File: src/rtl/bcd_display_scan_driver_macros.svh
// Assertion macros for the BCD display scan driver RTL.
`ifndef BCD_DISPLAY_SCAN_DRIVER_MACROS_SVH
`define BCD_DISPLAY_SCAN_DRIVER_MACROS_SVH

// Same-cycle implication, disabled while reset is asserted.
`define BDSD_ASSERT_IMP(lbl, clk, rstn, ante, cons) \
  lbl: assert property (@(posedge clk) disable iff (!(rstn)) (ante) |-> (cons)) \
    else $error("bdsd: same-cycle property violated");

// Next-cycle implication, disabled while reset is asserted.
`define BDSD_ASSERT_NXT(lbl, clk, rstn, ante, cons) \
  lbl: assert property (@(posedge clk) disable iff (!(rstn)) (ante) |=> (cons)) \
    else $error("bdsd: next-cycle property violated");

`endif

File: src/rtl/bdsd_pkg.sv
// Shared constants and types of the BCD display scan driver.
package bdsd_pkg;

  localparam int DIGITS_PER_BANK = 6;
  localparam int SCAN_LEN        = 2 * DIGITS_PER_BANK;
  localparam int IDX_W           = (DIGITS_PER_BANK > 1) ? $clog2(DIGITS_PER_BANK) : 1;
  localparam int CNT_W           = $clog2(SCAN_LEN + 1);
  localparam int POS_EXT_W       = (CNT_W > 4) ? CNT_W : 4;
  localparam int VALUE_W         = 32;
  localparam int BCD_W           = 4;
  localparam int POS_W           = 4;

  // x / 10 == (x * RECIP_TEN) >> RECIP_SHIFT, exact for all 32-bit x
  localparam logic [VALUE_W-1:0] RECIP_TEN   = 32'hCCCC_CCCD;
  localparam int                 RECIP_SHIFT = 35;

  typedef enum logic [1:0] {
    ST_IDLE,
    ST_PRIME,
    ST_DIGIT
  } ctrl_state_e;

  typedef struct packed {
    logic             load;       // latch value and bank of a write
    logic             prime;      // first divide by ten
    logic             step;       // store one digit, divide again
    logic [IDX_W-1:0] digit_idx;  // bank slot for the digit in this step
    logic             tick;       // scan tick: capture one result
  } ctrl_cmd_t;

  typedef struct packed {
    logic out_blocked;            // result register full and not taken
  } dp_status_t;

endpackage

File: src/rtl/bdsd_ctrl.sv
// Controller FSM of the BCD display scan driver: handshake and digit sequencing.
module bdsd_ctrl
  import bdsd_pkg::*;
(
  input  logic       clk_i,
  input  logic       rst_ni,
  input  logic       in_valid_i,
  input  logic       req_type_i,
  input  dp_status_t status_i,
  output logic       in_stall_o,
  output ctrl_cmd_t  cmd_o
);

  ctrl_state_e      state_q, state_d;
  logic [IDX_W-1:0] cnt_q, cnt_d;
  logic             last_digit;
  logic             take;

  assign last_digit = (cnt_q == IDX_W'(DIGITS_PER_BANK - 1));
  assign take       = (state_q == ST_IDLE) && in_valid_i && !status_i.out_blocked;

  // next state
  always_comb begin
    state_d = state_q;
    case (state_q)
      ST_IDLE: begin
        if (take && !req_type_i) state_d = ST_PRIME;
      end
      ST_PRIME: begin
        state_d = ST_DIGIT;
      end
      ST_DIGIT: begin
        if (last_digit) state_d = ST_IDLE;
      end
      default: begin
        state_d = ST_IDLE;
      end
    endcase
  end

  // outputs
  always_comb begin
    cmd_o           = '0;
    cmd_o.digit_idx = IDX_W'(DIGITS_PER_BANK - 1) - cnt_q;
    in_stall_o      = 1'b1;
    cnt_d           = cnt_q;
    case (state_q)
      ST_IDLE: begin
        in_stall_o = status_i.out_blocked;
        cmd_o.load = take && !req_type_i;
        cmd_o.tick = take && req_type_i;
        cnt_d      = '0;
      end
      ST_PRIME: begin
        cmd_o.prime = 1'b1;
      end
      ST_DIGIT: begin
        cmd_o.step = 1'b1;
        cnt_d      = last_digit ? '0 : cnt_q + 1'b1;
      end
      default: begin
        cnt_d = '0;
      end
    endcase
  end

  always_ff @(posedge clk_i or negedge rst_ni) begin
    if (!rst_ni) begin
      state_q <= ST_IDLE;
      cnt_q   <= '0;
    end else begin
      state_q <= state_d;
      cnt_q   <= cnt_d;
    end
  end

endmodule

File: src/rtl/bdsd_datapath.sv
// Datapath of the BCD display scan driver: divider, digit banks, scan counter, result register.
module bdsd_datapath
  import bdsd_pkg::*;
(
  input  logic               clk_i,
  input  logic               rst_ni,
  input  ctrl_cmd_t          cmd_i,
  input  logic [VALUE_W-1:0] value_i,
  input  logic               bank_select_i,
  input  logic               out_stall_i,
  output dp_status_t         status_o,
  output logic               out_valid_o,
  output logic               counter_reset_pulse_o,
  output logic               counter_clock_pulse_o,
  output logic [BCD_W-1:0]   bcd_lines_o,
  output logic [POS_W-1:0]   scan_position_o
);

  // divide-by-ten chain: val_q holds the running value, quo_q = val_q / 10
  logic [VALUE_W-1:0]   val_q, quo_q;
  logic                 bank_q;
  logic [VALUE_W-1:0]   mul_in;
  logic [2*VALUE_W-1:0] prod;
  logic [VALUE_W-1:0]   quo_next;
  logic [BCD_W-1:0]     digit;

  logic [BCD_W-1:0]     red_q   [DIGITS_PER_BANK];
  logic [BCD_W-1:0]     green_q [DIGITS_PER_BANK];

  logic [CNT_W-1:0]     scan_q, scan_d;
  logic [CNT_W-1:0]     pos;
  logic [CNT_W-1:0]     green_off;
  logic [POS_EXT_W-1:0] pos_ext;
  logic [BCD_W-1:0]     rd_digit;

  logic                 out_valid_q;
  logic                 rst_pulse_q, clk_pulse_q;
  logic [BCD_W-1:0]     bcd_q;
  logic [POS_W-1:0]     pos_q;

  assign mul_in   = cmd_i.prime ? val_q : quo_q;
  assign prod     = (2*VALUE_W)'(mul_in) * (2*VALUE_W)'(RECIP_TEN);
  assign quo_next = VALUE_W'(prod >> RECIP_SHIFT);

  // remainder needs only the low nibble: val - 8*quo - 2*quo, mod 16
  assign digit = val_q[BCD_W-1:0] - {quo_q[0], 3'b000} - {quo_q[2:0], 1'b0};

  always_ff @(posedge clk_i) begin
    if (cmd_i.load) begin
      val_q  <= value_i;
      bank_q <= bank_select_i;
    end else if (cmd_i.prime) begin
      quo_q <= quo_next;
    end else if (cmd_i.step) begin
      val_q <= quo_q;
      quo_q <= quo_next;
    end
  end

  always_ff @(posedge clk_i or negedge rst_ni) begin
    if (!rst_ni) begin
      for (int i = 0; i < DIGITS_PER_BANK; i++) begin
        red_q[i]   <= '0;
        green_q[i] <= '0;
      end
    end else if (cmd_i.step) begin
      if (bank_q) green_q[cmd_i.digit_idx] <= digit;
      else        red_q[cmd_i.digit_idx]   <= digit;
    end
  end

  // scan position; an out-of-range count reads as position zero
  assign pos       = (scan_q >= CNT_W'(SCAN_LEN)) ? '0 : scan_q;
  assign scan_d    = (pos == CNT_W'(SCAN_LEN - 1)) ? '0 : pos + 1'b1;
  assign green_off = pos - CNT_W'(DIGITS_PER_BANK);
  assign pos_ext   = POS_EXT_W'(pos);
  assign rd_digit  = (pos < CNT_W'(DIGITS_PER_BANK)) ? red_q[pos[IDX_W-1:0]]
                                                     : green_q[green_off[IDX_W-1:0]];

  always_ff @(posedge clk_i or negedge rst_ni) begin
    if (!rst_ni) begin
      scan_q      <= '0;
      out_valid_q <= 1'b0;
    end else begin
      if (cmd_i.tick) begin
        scan_q      <= scan_d;
        out_valid_q <= 1'b1;
      end else if (out_valid_q && !out_stall_i) begin
        out_valid_q <= 1'b0;
      end
    end
  end

  always_ff @(posedge clk_i) begin
    if (cmd_i.tick) begin
      rst_pulse_q <= (pos == '0);
      clk_pulse_q <= (pos != '0);
      bcd_q       <= rd_digit;
      pos_q       <= pos_ext[POS_W-1:0];
    end
  end

  assign status_o.out_blocked  = out_valid_q && out_stall_i;
  assign out_valid_o           = out_valid_q;
  assign counter_reset_pulse_o = rst_pulse_q;
  assign counter_clock_pulse_o = clk_pulse_q;
  assign bcd_lines_o           = bcd_q;
  assign scan_position_o       = pos_q;

endmodule

File: src/rtl/bcd_display_scan_driver.sv
// Top level of the two-bank multiplexed BCD display scan driver.
// Tick: the result is registered and valid the next cycle; one tick per cycle while the result register
//   drains and no write is in progress.
// Write: load, prime, then one step per digit that stores a digit and does a reciprocal divide-by-ten.
// Reset (async, active low): both digit banks read zero, scan position zero, no result pending.
`include "bcd_display_scan_driver_macros.svh"
module bcd_display_scan_driver
  import bdsd_pkg::*;
(
  input  logic               clk_i,
  input  logic               rst_ni,
  // request channel
  input  logic               in_valid_i,
  output logic               in_stall_o,
  input  logic               req_type_i,
  input  logic [VALUE_W-1:0] value_i,
  input  logic               bank_select_i,
  // result channel
  output logic               out_valid_o,
  input  logic               out_stall_i,
  output logic               counter_reset_pulse_o,
  output logic               counter_clock_pulse_o,
  output logic [BCD_W-1:0]   bcd_lines_o,
  output logic [POS_W-1:0]   scan_position_o
);

  // The controller owns the request handshake and walks a write through
  // prime + one step per digit. The datapath holds the value/quotient pair,
  // the two digit banks, the scan counter and the result register.
  // While a tick result is held by a stalled receiver, the request side
  // stalls for both kinds of transaction.
  ctrl_cmd_t  cmd;
  dp_status_t status;

  bdsd_ctrl u_ctrl (
    .clk_i      (clk_i),
    .rst_ni     (rst_ni),
    .in_valid_i (in_valid_i),
    .req_type_i (req_type_i),
    .status_i   (status),
    .in_stall_o (in_stall_o),
    .cmd_o      (cmd)
  );

  bdsd_datapath u_datapath (
    .clk_i                 (clk_i),
    .rst_ni                (rst_ni),
    .cmd_i                 (cmd),
    .value_i               (value_i),
    .bank_select_i         (bank_select_i),
    .out_stall_i           (out_stall_i),
    .status_o              (status),
    .out_valid_o           (out_valid_o),
    .counter_reset_pulse_o (counter_reset_pulse_o),
    .counter_clock_pulse_o (counter_clock_pulse_o),
    .bcd_lines_o           (bcd_lines_o),
    .scan_position_o       (scan_position_o)
  );

  logic wr_accept, tick_accept;
  assign wr_accept   = in_valid_i && !in_stall_o && !req_type_i;
  assign tick_accept = in_valid_i && !in_stall_o && req_type_i;

  // a write keeps the request side busy while its digits are produced
  `BDSD_ASSERT_NXT(a_write_busy, clk_i, rst_ni, wr_accept, in_stall_o)
  // every accepted tick transaction shows up in the result register
  `BDSD_ASSERT_NXT(a_tick_result, clk_i, rst_ni, tick_accept, out_valid_o)
  // exactly one of the two counter pulses per result
  `BDSD_ASSERT_IMP(a_pulse_excl, clk_i, rst_ni, out_valid_o,
                   counter_reset_pulse_o != counter_clock_pulse_o)
  // the reset pulse belongs to scan position zero only
  `BDSD_ASSERT_IMP(a_reset_at_zero, clk_i, rst_ni, out_valid_o && counter_reset_pulse_o,
                   scan_position_o == '0)

endmodule
File: config.mk
export PLATFORM = sky130hd
export DESIGN_NAME = bcd_display_scan_driver
export DESIGN_NICKNAME = d
export VERILOG_FILES = /design/src/rtl/bdsd_pkg.sv /design/src/rtl/bdsd_ctrl.sv /design/src/rtl/bdsd_datapath.sv /design/src/rtl/bcd_display_scan_driver.sv
export VERILOG_INCLUDE_DIRS = /design/src /design/src/rtl
export SDC_FILE = /design/constraint.sdc
export NUM_CORES = 1
export LEC_CHECK = 0
export ABC_AREA = 1
export BUFFER_PORTS_ARGS = -buffer_cell sky130_fd_sc_hd__buf_2
export CORE_ASPECT_RATIO = 2
export CORE_MARGIN = 4
export CORE_UTILIZATION = 35
export DETAILED_ROUTE_END_ITERATION = 12
export HOLD_SLACK_MARGIN = 0.1
export PLACE_DENSITY = 0.47
export SLEW_MARGIN = 5
export SYNTH_ARGS = -nofsm -noshare
export SYNTH_HDL_FRONTEND = slang
export SYNTH_SLANG_ARGS = --single-unit
File: constraint.sdc
create_clock -name clk_i -period 13.5 [get_ports clk_i]
set_clock_uncertainty 0.2 [all_clocks]
set_input_delay 1.35 -clock clk_i [delete_from_list [all_inputs] [get_ports clk_i]]
set_output_delay 1.35 -clock clk_i [all_outputs]
set_load 0.01 [all_outputs]
After elaboration in Yosys (flattened, before gate mapping)
Index checks and enable logic that the tools add are counted.
- register bits after elaboration: 130
- output and inout port bits: 12
- equal/unequal tests: 7
- multiplexer cells: 31
- add/sub/neg operators: 6
- $mul: 1
- $lt $le $gt $ge: 6
- bitwise logic cells: 5
- reduce and logical (&&, ||, !) cells: 21
- operator list (kind ; count):
    two-way mux 32 bit ; 4
    multiplier 32 x 32 -> 64 bit (second input constant) ; 1
    two-way mux 29 bit ; 2
    bitwise mux 24 bit ; 2
    two-way mux 4 bit ; 8
    binary-select mux 4 bit (select 3 bit) ; 2
    greater-or-equal comparator 4 bit (second input constant) ; 4
    demux 4 bit (select 3 bit) ; 1
    inverter 3 -> 4 bit ; 3
    AND reduction 2 bit ; 5
    subtractor 4 bit ; 2
    logical AND 1 bit ; 7
    two-way mux 1 bit ; 7
    case mux 2 bit (3 select lines) ; 1
    case mux 3 bit (2 select lines) ; 1
    nonzero test 2 bit ; 3
    adder 4 x 1 -> 4 bit (second input constant) ; 1
    == test 4 bit (second input constant) ; 1
    logical NOT 4 bit ; 1
    less-than comparator 4 x 1 -> 1 bit (second input constant) ; 1
    less-than comparator 4 x 3 -> 1 bit (second input constant) ; 1
    two-way mux 2 bit ; 2
    != test 2 bit (second input constant) ; 2
    nonzero test 4 bit ; 1
    11 further kinds ; 14

Longest topological paths before layout
- depth after elaboration: 8
- mapped depth: 34
- mapped depth without buffers: 33

By module
A second synthesis with hierarchy kept.
- cell total of the unflattened synthesis: 2803
- area, all modules: 24218.2 µm²
- by module, submodules not included (module ; sequential area each (µm²) ; cells an instance ; times used ; area an instance (µm²)):
    bdsd_datapath ; 3488.3 ; 2763 ; 1 ; 23920.4
    bdsd_ctrl ; 125.1 ; 40 ; 1 ; 297.8

Worst setup path before layout
OpenSTA, ideal clock, no wires.
- path type: flip-flop to flip-flop
- from: register u_ctrl.state_q[1]
- to: register u_datapath.quo_q[7], data pin
- data arrival time: 6.913 ns
- required time: 13.048 ns
- period minus slack after synthesis: 7.365 ns
- slack: 6.135 ns
- library setup time: 0.252 ns
- cell stages (with the launch flop): 33
- path buffers: 3
- path through: dfrtp_1 -> inv_1 -> ha_1 -> buf_6 -> buf_4 -> clkbuf_1 -> nand2_1 -> o21ai_0 -> ha_1 -> inv_1 -> fa_1 -> inv_1 -> fa_1 -> inv_1 -> fa_1 -> inv_1 -> fa_1 -> fa_1 -> fa_1 -> inv_1 -> fa_1 -> inv_1 -> ha_1 -> nand2_1 -> nor2_1 -> inv_1 -> nor2_1 -> inv_1 -> nor3_1 -> nand2_1 -> and2_1 -> nand3_1 -> nand2_1
- word-level cells in the longest chain between the ends: 6
- RTL lines (item ; line ; text):
    start, declared ; bdsd_ctrl.sv:14 ; ctrl_state_e state_q, state_d;
    start signal, assigned ; bdsd_ctrl.sv:72 ; state_q <= state_d;
    == test 2 x 1 -> 1 bit (*) ; bdsd_ctrl.sv:47 ; case (state_q)
    two-way mux 1 bit (*) ; bdsd_ctrl.sv:47 ;
    two-way mux 32 bit (*) ; bdsd_datapath.sv:41 ; assign mul_in = cmd_i.prime ? val_q : quo_q;
    multiplier 32 x 32 -> 64 bit (*) ; bdsd_datapath.sv:42 ; assign prod = (2*VALUE_W)'(mul_in) * (2*VALUE_W)'(RECIP_TEN);
    named net u_datapath.prod[42] ; bdsd_datapath.sv:23 ; logic [2*VALUE_W-1:0] prod;
    two-way mux 29 bit ; bdsd_datapath.sv:54 ; end else if (cmd_i.step) begin
    two-way mux 29 bit (*) ; bdsd_datapath.sv:52 ; end else if (cmd_i.prime) begin
    end signal, assigned ; bdsd_datapath.sv:53 ; quo_q <= quo_next;
    end signal, assigned ; bdsd_datapath.sv:56 ; quo_q <= quo_next;
    end, declared ; bdsd_datapath.sv:20 ; logic [VALUE_W-1:0] val_q, quo_q;
The timed path passes the listed nets; every way through them passes the cells marked *. The select of a mux whose other input is x is not followed.
A chain may end at the register's enable or synchronous reset.

Worst setup path in the final report
- from: register u_ctrl.state_q[1]
- to: register u_datapath.quo_q[14], data pin
The elaborated chain is that of the path after synthesis.

==> flow_summary.yaml <==
outcome:
  outcome: "completed"
finish:
  n_fill_cell: 7268
  fin_nets: 3666
  final_layout_size_suffix_gt1_frac: 0.0431
  area_growth_pct: 8.38
  seq_area_sq_mm: 0.00361
  diodes: 0
  multi_input_area_sq_mm: 0.0177
hold_path:
  hold_depth: 2
  hold_path_class: "reg -> reg"
route:
  wirelength_mm: 103
  drt_first_pass_iters: 7
  drc: 0
  vias: 18800
  post_drt_wl_per_cell_microns: 27.1
  ant_nets: 0
  drtIter0Drc: 962
  via_per_inst: 4.96
logic_synthesis:
  syn_inst: 2821
  async_flop_share: 0.446
  avgSynthCellArea_sq_um: 8.60
  yosysSeqAreaShare: 0.149
  synth_top_area_share: 0.319
  synth_cell_types: 43
  yosysWarnings: 0
  synth.most_common_cell: "inv_1"
  synth_area_leaders: "fa_1 (32%), ha_1 (18%), inv_1 (12%), edfxtp_1 (8.9%), nand2_1 (7.4%)"
  synth_edf_count: 72
  syn_nets: 3602
  synth_area_sq_mm: 0.0242
  synth_top_area_cell: "fa_1"
  synth-seq-cells: 130
  synth_ff_type: "edfxtp_1"
  synthTopCellsByCount: "inv_1 (749), nand2_1 (477), fa_1 (386), ha_1 (357), nor2_1 (193)"
floorplan:
  start_util: 0.353
  io-pin-count: 50
  die_area_sq_mm: 0.0738
  core-area_sq_mm: 0.0687
  fp.dieH_microns: 380
  die_w_microns: 194
  row_count: 136
timing:
  relSlewSlack: 0.100
  worstMarginPinSlew_ns: 1.34
  setup_viol: 0
  period_share: 0.724
  hold_viol_final: 0
  period_minus_slack_ns: 9.78
  slew_violations: 0
  rsz0062_at_grt: "no"
  clock.fmax_mhz: 102
  setup_tns_ns: 0
global_route:
  grt_util_all_layers: 0.280
  gr-total-overflow: 0
  grt_pass1_vias: 21400
  grt_max_degree: 49
  grt_pass1_wl_mm: 147
  antenna_found_initial: 0
critical_path:
  cp.arrival_ns: 9.74
  cpMostUsedCell: "fa_1"
  critPathTopFamily: "adder cells"
  crit_buf_inv: 7
  path_depth: 27
  reg2regPathDepth: 27
  slowest_stage: "o21ai_1"
  crit_path_start_kind: "flip-flop"
  worst-path-max-fanout: 48
  critPathKind: "reg -> reg"
  cp-end-kind: "flip-flop"
  worstPathRequired_ns: 13.46
  max_stage_delay_ns: 0.68
cts:
  clock_sinks: 130
  cts_htree_levels: 4
  ctsRootBufferMaster: "clkbuf_16"
  numCtsBuffers: 17
  cts_tree: "yes"
  post_cts_resized: 0
  postCtsSetupBuffers: 0
  path_clk_slew_ns: 0.07
  insertion_delay_ns: 0.46
  cts_hold_buf: 0
  cts_max_path_buffers: 2
flow_run:
  drv_cap: 0
placement:
  hpwlAfterDp_mm: 93.1
  gp_congestion: 1.02
  portBuffers: 49
[tightest hold or removal path: stages (launching register included)]
cell	delay (ns)
dfrtp_1	0.34
nand2_1	0.05
o21ai_0	0.05
[flip-flops by register name (all words and copies together) (netlist names)]
name and cells:
u_datapath.out_valid_o 1, u_ctrl.state_q 2, u_datapath.scan_position_o 4, u_datapath.bank_q 1, u_datapath.quo_q 29, u_datapath.counter_clock_pulse_o 1, u_ctrl.cnt_q 3, u_datapath.red_q 24
u_datapath.bcd_lines_o 4, u_datapath.scan_q 4, u_datapath.counter_reset_pulse_o 1, u_datapath.green_q 24, u_datapath.val_q 32
[placed cells by master, fill, tap and decap left out, drive strengths merged, types with 51 or more instances in the layout]
| master | instances |
|---|---|
| buf | 70 |
| inv | 760 |
| nand3 | 51 |
| a21oi | 104 |
| dfrtp | 58 |
| nor2 | 194 |
| nand2 | 479 |
| fa | 386 |
| ha | 357 |
| o21ai | 157 |
| edfxtp | 72 |
[layer usage]
| metal | part of all wire | global-route usage | vias to the layer above |
|---|---|---|---|
| li1 | - | - | 8747 |
| met1 | 0.29 | 0.231 | 9309 |
| met2 | 0.56 | 0.553 | 483 |
| met3 | 0.019 | 0.0221 | 294 |
| met4 | 0.14 | 0.282 | 0 |
| met5 | 0 | 0 | - |
[worst paths after layout]
kind / from / end / slack, ns
hold / removal: u_datapath.green_q[17]$_DFFE_PN0P_ / u_datapath.green_q[17]$_DFFE_PN0P_ / 0.28
setup / recovery: u_ctrl.state_q[1]$_DFFE_PN0P_ / u_datapath.quo_q[14]$_DFFE_PP_ / 3.72
max in group asynchronous: rst_ni / u_datapath.scan_q[1]$_DFFE_PN0P_ / 11.43
min in group asynchronous: rst_ni / u_datapath.red_q[12]$_DFFE_PN0P_ / 0.72
setup reg to reg: u_ctrl.state_q[1]$_DFFE_PN0P_ / u_datapath.quo_q[14]$_DFFE_PP_ / 3.72
hold reg to reg: u_datapath.green_q[17]$_DFFE_PN0P_ / u_datapath.green_q[17]$_DFFE_PN0P_ / 0.28
[layout make-up]
class | count | area share
inverters | 752 | 0.107
repair buffers | 70 | 0.0153
well taps | 897 | 0.0427
multi-input cells | 1914 | 0.675
clock inverters | 15 | 0.00633
clock buffers | 17 | 0.0162
flip-flops and latches | 130 | 0.138
[logic make-up after synthesis]
family                   share of synthesized area
AO/OA/AOI/OAI                               0.0776
XOR/XNOR                                    0.0246
adder cells (fa/ha/maj)                      0.503
buffers and inverters                        0.121
flip-flops                                   0.149
AND/OR/NAND/NOR                              0.125
[through the flow]
stage               setup slack, ns  hold WS (ns)  cell area, sq um  std cells   util
finish                         3.72         0.282             26300       3795  0.382
global route                   3.37         0.312             26300       3795  0.382
CTS                            3.73         0.283             26300       3795  0.382
detailed placement             3.76         0.268             25700       3763  0.374
global placement               3.72         0.261             25700       3762  0.374
floorplan                      6.13         0.248             24200       2821      -
Power is not shown: default switching activity piles up to over one toggle a cycle in this logic, so the estimate is an artifact.
